==> config.mk <==
export PLATFORM = sky130hd
export DESIGN_NAME = fixed_point_dense_neuron_mac
export DESIGN_NICKNAME = d
export VERILOG_FILES = /design/src/fpdn_pkg.sv /design/src/fixed_point_dense_neuron_mac.sv
export SDC_FILE = /design/constraint.sdc
export NUM_CORES = 1
export LEC_CHECK = 0
export ABC_AREA = 0
export BUFFER_PORTS_ARGS = -buffer_cell sky130_fd_sc_hd__buf_2
export CAP_MARGIN = 20
export CORE_UTILIZATION = 39
export CTS_CLUSTER_DIAMETER = 150
export DETAILED_ROUTE_END_ITERATION = 8
export PLACE_DENSITY = 0.65
export SETUP_SLACK_MARGIN = 0.02
export SLEW_MARGIN = 20
export SYNTH_ARGS = -nofsm -noshare
export SYNTH_HDL_FRONTEND = slang
export SYNTH_SLANG_ARGS = --single-unit
export TNS_END_PERCENT = 30
==> constraint.sdc <==
create_clock -name clk -period 5.6 [get_ports clk]
set_clock_uncertainty 0.2 [all_clocks]
set_input_delay 0.56 -clock clk [delete_from_list [all_inputs] [get_ports clk]]
set_output_delay 0.56 -clock clk [all_outputs]
set_load 0.05 [all_outputs]
==> src/fpdn_pkg.sv <==
// ----------------------------------------------------------------------------
// fpdn_pkg
// types and constants shared by the dense neuron multiply-accumulate
// ----------------------------------------------------------------------------
package fpdn_pkg;

    localparam int unsigned DATA_W      = 16;
    localparam int unsigned PSHIFT_W    = 5;
    localparam int unsigned BSHIFT_W    = 4;
    localparam int unsigned CFG_INDEX_W = 2;
    localparam int unsigned CFG_DATA_W  = 5;

    // saturation bounds of the 16-bit signed range
    localparam logic signed [2*DATA_W-1:0] Q16_MAX = 32'sd32767;
    localparam logic signed [2*DATA_W-1:0] Q16_MIN = -32'sd32768;

    // configuration register indexes
    typedef enum logic [CFG_INDEX_W-1:0] {
        CFG_PRODUCT_SHIFT   = 2'd0,
        CFG_BIAS_SHIFT      = 2'd1,
        CFG_ACTIVATION_MODE = 2'd2
    } cfg_index_t;

    // activation codes
    localparam logic MODE_LINEAR = 1'b0;
    localparam logic MODE_RELU   = 1'b1;

    // product stage contents
    typedef struct packed {
        logic signed [DATA_W-1:0] term;
        logic signed [DATA_W-1:0] bias;
        logic                     last_term;
        logic                     last_neuron;
    } stage_t;

endpackage

==> src/fixed_point_dense_neuron_mac.sv <==
// ----------------------------------------------------------------------------
// fixed_point_dense_neuron_mac
// streaming multiply-accumulate for one dense-layer neuron, signed 16 bit
// ----------------------------------------------------------------------------
// Usage:
//   input channel (in_valid/in_ready) carries one activation/weight pair per
//   transaction, plus the neuron bias and the last_term/last_neuron marks.
//   output channel (out_valid/out_ready) carries one finished neuron value
//   per neuron, produced by the transaction whose last_term is set.
//   configuration channel (cfg_valid/cfg_ready) writes product_shift,
//   bias_shift and activation_mode; cfg_ready is always high, and writes must
//   be made only while the block is idle; the block does not enforce it.
// Timing:
//   two register stages: the product stage (multiply, clamp, shift) and the
//   accumulate stage, whose final sum lands in the output register. A final
//   term passes the product stage register, then the output register. One
//   transaction is accepted per cycle unless stalled; acc_reg feeds the adder.
// Stalls:
//   non-final terms are folded into the accumulator even while a result waits
//   in the output register; only a final term blocks until that register is
//   free, and the input then stalls once the product stage is full.
// Reset:
//   rst_n clears the accumulator, valid flags and configuration to zero.
// ----------------------------------------------------------------------------
module fixed_point_dense_neuron_mac
(
    input  logic                                  clk,
    input  logic                                  rst_n,

    input  logic                                  in_valid,
    output logic                                  in_ready,
    input  logic signed [fpdn_pkg::DATA_W-1:0]    activation_in,
    input  logic signed [fpdn_pkg::DATA_W-1:0]    weight_in,
    input  logic signed [fpdn_pkg::DATA_W-1:0]    bias_in,
    input  logic                                  last_term,
    input  logic                                  last_neuron,

    output logic                                  out_valid,
    input  logic                                  out_ready,
    output logic signed [fpdn_pkg::DATA_W-1:0]    neuron_out,
    output logic                                  layer_done,

    input  logic                                  cfg_valid,
    output logic                                  cfg_ready,
    input  logic [fpdn_pkg::CFG_INDEX_W-1:0]      cfg_index,
    input  logic [fpdn_pkg::CFG_DATA_W-1:0]       cfg_data
);

    // configuration registers
    logic [fpdn_pkg::PSHIFT_W-1:0] product_shift_reg;
    logic [fpdn_pkg::BSHIFT_W-1:0] bias_shift_reg;
    logic                          activation_mode_reg;

    // product stage
    fpdn_pkg::stage_t              stage_reg;
    fpdn_pkg::stage_t              stage_next;
    logic                          stage_vld_reg;

    // accumulate stage and output register
    logic signed [fpdn_pkg::DATA_W-1:0] acc_reg;
    logic signed [fpdn_pkg::DATA_W-1:0] acc_next;
    logic signed [fpdn_pkg::DATA_W-1:0] neuron_out_reg;
    logic signed [fpdn_pkg::DATA_W-1:0] neuron_out_next;
    logic                               layer_done_reg;
    logic                               out_vld_reg;

    logic signed [2*fpdn_pkg::DATA_W-1:0] product;
    logic signed [fpdn_pkg::DATA_W-1:0]   clamped;
    logic signed [fpdn_pkg::DATA_W-1:0]   sum;
    logic signed [fpdn_pkg::DATA_W-1:0]   bias_scaled;
    logic signed [fpdn_pkg::DATA_W-1:0]   total;
    logic                                 out_free;
    logic                                 acc_take;
    logic                                 in_take;

    // ------------------------------------------------------------------
    // handshake
    // ------------------------------------------------------------------
    // output register can accept a new result this cycle
    assign out_free  = !out_vld_reg || out_ready;
    // a non-final term never needs the output register
    assign acc_take  = stage_vld_reg && (!stage_reg.last_term || out_free);
    assign in_ready  = !stage_vld_reg || acc_take;
    assign in_take   = in_valid && in_ready;
    assign cfg_ready = 1'b1;

    // ------------------------------------------------------------------
    // configuration writes, unknown indexes ignored
    // ------------------------------------------------------------------
    always_ff @(posedge clk or negedge rst_n)
    begin
        if (!rst_n)
        begin
            product_shift_reg   <= '0;
            bias_shift_reg      <= '0;
            activation_mode_reg <= fpdn_pkg::MODE_LINEAR;
        end
        else if (cfg_valid && cfg_ready)
        begin
            unique case (fpdn_pkg::cfg_index_t'(cfg_index))
                fpdn_pkg::CFG_PRODUCT_SHIFT:
                    product_shift_reg <= cfg_data[fpdn_pkg::PSHIFT_W-1:0];
                fpdn_pkg::CFG_BIAS_SHIFT:
                    bias_shift_reg <= cfg_data[fpdn_pkg::BSHIFT_W-1:0];
                fpdn_pkg::CFG_ACTIVATION_MODE:
                    activation_mode_reg <= cfg_data[0];
                default:
                    ;
            endcase
        end
    end

    // ------------------------------------------------------------------
    // product stage: multiply, saturate to 16 bits, arithmetic shift
    // ------------------------------------------------------------------
    always_comb
    begin
        product = activation_in * weight_in;
        if (product > fpdn_pkg::Q16_MAX)
            clamped = fpdn_pkg::Q16_MAX[fpdn_pkg::DATA_W-1:0];
        else if (product < fpdn_pkg::Q16_MIN)
            clamped = fpdn_pkg::Q16_MIN[fpdn_pkg::DATA_W-1:0];
        else
            clamped = product[fpdn_pkg::DATA_W-1:0];

        // shifts of 16 and up fill with the sign, as the shifter does
        stage_next.term        = clamped >>> product_shift_reg;
        stage_next.bias        = bias_in;
        stage_next.last_term   = last_term;
        stage_next.last_neuron = last_neuron;
    end

    always_ff @(posedge clk or negedge rst_n)
    begin
        if (!rst_n)
            stage_vld_reg <= 1'b0;
        else if (in_ready)
            stage_vld_reg <= in_valid;
    end

    always_ff @(posedge clk)
    begin
        if (in_take)
            stage_reg <= stage_next;
    end

    // ------------------------------------------------------------------
    // accumulate stage: wrapping add, bias on the last term, optional relu
    // ------------------------------------------------------------------
    always_comb
    begin
        sum         = acc_reg + stage_reg.term;
        bias_scaled = stage_reg.bias >>> bias_shift_reg;
        total       = sum + bias_scaled;

        if (activation_mode_reg == fpdn_pkg::MODE_RELU && total[fpdn_pkg::DATA_W-1])
            neuron_out_next = '0;
        else
            neuron_out_next = total;

        // neuron finished: clear for the next one
        if (stage_reg.last_term)
            acc_next = '0;
        else
            acc_next = sum;
    end

    always_ff @(posedge clk or negedge rst_n)
    begin
        if (!rst_n)
        begin
            acc_reg     <= '0;
            out_vld_reg <= 1'b0;
        end
        else
        begin
            if (acc_take)
                acc_reg <= acc_next;

            if (acc_take && stage_reg.last_term)
                out_vld_reg <= 1'b1;
            else if (out_ready)
                out_vld_reg <= 1'b0;
        end
    end

    always_ff @(posedge clk)
    begin
        if (acc_take && stage_reg.last_term)
        begin
            neuron_out_reg <= neuron_out_next;
            layer_done_reg <= stage_reg.last_neuron;
        end
    end

    assign out_valid  = out_vld_reg;
    assign neuron_out = neuron_out_reg;
    assign layer_done = layer_done_reg;

endmodule

==> impl_metrics.json <==
{
  "status": "finished with violations",
  "violations": "negative setup slack",
  "ant_nets": 0,
  "endpoint_kind": "flop",
  "wl_per_cell_um": 15.9,
  "drv_cap": 0,
  "synthDistinctLibCells": 87,
  "n_antenna_cell": 0,
  "dieArea_mm2": 0.0412,
  "cts_root_buffer": "clkbuf_16",
  "syn_to_final_growth_pct": 27.0,
  "rows": 73,
  "avgSynthCellArea_um2": 9.17,
  "cts_tree": "done",
  "relSlewSlack_pct": 34.6,
  "fmax_mhz": 142,
  "drtPass1Iterations": 5,
  "synthArstFlopShare_pct": 35.4,
  "finalWorstSetupSlack_ns": -1.42,
  "postLayoutCellArea_mm2": 0.0200,
  "synth_edf_count": 51,
  "syn_inst": 1720,
  "antenna_found_initial": 0,
  "synth_flop_cell": "edfxtp_1",
  "period_share_pct": 125,
  "setup_viol": 16,
  "startpoint_type": "input pin",
  "h-tree-depth": 3,
  "grt_pass1_vias": 14100,
  "post-route-drc-count": 0,
  "path_class": "input pin to flop",
  "hpwlAfterDp_um": 32900,
  "setup_tns_ns": -21.04,
  "largest_reg_flops": 34,
  "dpl_cell_area_mm2": 0.0185,
  "worst-path-stages": 27,
  "cp_data_arrival_time_ns": 6.89,
  "core-area_mm2": 0.0398,
  "clkSlewWorstSetupHoldPaths_ns": 0.06,
  "min_path_type": "input pin to async pin",
  "postSynthRegisterBits": 79,
  "drv_slew": 0,
  "numCtsBuffers": 9,
  "yosys_warnings": 0,
  "cp_num_buf_inv": 8,
  "crit_family": "adder cells",
  "crit_fanout": 6,
  "finalHoldViolCount": 0,
  "totalWireLength_um": 40000,
  "required_ns": 5.47,
  "dp_slack_ns": -2.09,
  "fillers": 3638,
  "path_common_cell": "inv_2",
  "die_w_um": 203,
  "overflow": 0,
  "worstSkewPairLatency_ns": 0.34,
  "period_minus_slack_ns": 7.02,
  "initialDrtViolationCount": 863,
  "finalNetCount": 2427,
  "syn_nets": 2158,
  "rsz0062_at_grt": "yes",
  "portBuffers": 80,
  "drive_gt1_share_pct": 27.5,
  "slowest_stage": "fa_1",
  "grt_max_degree": 37,
  "clockBufferDepth": 2,
  "fin_util_pct": 50.3,
  "grt_pass1_wl_um": 68400,
  "grt_use_total_pct": 20.4,
  "die_h_um": 203,
  "tightest_slew_ns": 0.978,
  "viasPerCell": 5.16,
  "start_util_pct": 39.6,
  "vias": 13000,
  "globalplace.congestion": 0.879,
  "ys_seq_area_share_pct": 14.2,
  "mappedNetlistArea_mm2": 0.0158,
  "slowest_delay_ns": 0.55,
  "cts_num_sinks": 79,
  "ios": 82,
  "r2r_cells": 18
}
## what timing repair did
item	4_1_cts	5_1_grt
setup endpoints to repair	16	31
endpoints found under the hold margin	0	0
hold buffers	0	0
gates cloned	0	0
pin swaps	60	54
buffers inserted	22	19
resized for setup	110	114
## final timing paths
check                                        from                   to  slack, ns
max in group asynchronous                   rst_n    bias_shift_reg[0]       4.70
worst min-delay path                        rst_n  activation_mode_reg       0.05
worst max-delay path            activation_in[15]        stage_reg[26]      -1.42
min in group clk                       bias_in[9]        stage_reg[11]       0.19
worst max register to register      stage_reg[18]       neuron_out[13]       0.46
worst min register to register       stage_reg[0]           layer_done       0.22
## cells by family after synthesis
logic type               after synthesis  share of synthesized area, %
AO/OA/AOI/OAI                        276                          12.1
XOR/XNOR                              54                          3.00
adder cells (fa/ha/maj)              376                          42.4
buffers and inverters                388                          9.46
flip-flops                            79                          14.2
multiplexers                          47                          3.42
other                                  1                        0.0238
AND/OR/NAND/NOR                      499                          15.4
## layout make-up
cell class	count	area [µm²]	share of cell area, %
clock buffer	14	244	1.22
timing repair buffer	327	2630	13.1
clock inverter	2	10.0	0.0500
multi-input combinational	1253	13100	65.2
inverter	319	1200	5.99
sequential	79	2230	11.1
tap	525	657	3.28
## Yosys cell counts (all sizes together), types with 28 or more instances
| cell | number | share of area [%] |
|---|---|---|
| inv | 317 | 7.5 |
| fa | 264 | 34 |
| nand2 | 207 | 4.9 |
| and2 | 120 | 4.8 |
| ha | 112 | 8.9 |
| a21oi | 77 | 2.5 |
| nor2 | 68 | 1.6 |
| edfxtp | 51 | 9.7 |
| clkbuf | 49 | 1.2 |
| o21ai | 45 | 1.4 |
| xnor2 | 42 | 2.3 |
| dfrtp | 28 | 4.4 |
| mux2i | 28 | 1.8 |
## metal layers
layer  vias up  global-route usage [%]  routed length (µm)
met5         -                       0                   0
met4         0                    5.34                1020
met3        77                    2.07                1610
met2       319                    36.1               20300
met1      6499                    26.4               17000
li1       6101                       -                   -
## cells in the final DEF, fill, tap and decap left out, drive strengths merged, types with 8 or more instances in the layout
cell / count
a211oi: 20
a21o: 21
a21oi: 77
a22o: 13
a31oi: 14
and2: 120
buf: 327
clkbuf: 14
dfrtp: 28
edfxtp: 51
fa: 264
ha: 112
inv: 317
mux2: 15
mux2i: 28
nand2: 207
nand2b: 10
nand3: 22
nand4: 8
nor2: 68
nor2b: 10
nor3: 22
o211ai: 8
o21a: 11
o21ai: 45
o21bai: 10
xnor2: 42
xor2: 12
## metrics by stage
| stage | hold WS, ns | instances |
|---|---|---|
| 2_1_floorplan | 0.0644 | 1720 |
| 4_1_cts | 0.0648 | 2500 |
| 3_3_place_gp | 0.202 | 2462 |
| 5_1_grt | 0.109 | 2519 |
| 3_5_place_dp | 0.205 | 2462 |
| 6_report | 0.0457 | 2519 |
Power is not shown: default switching activity piles up to over one toggle a cycle in this logic, so the estimate is an artifact.
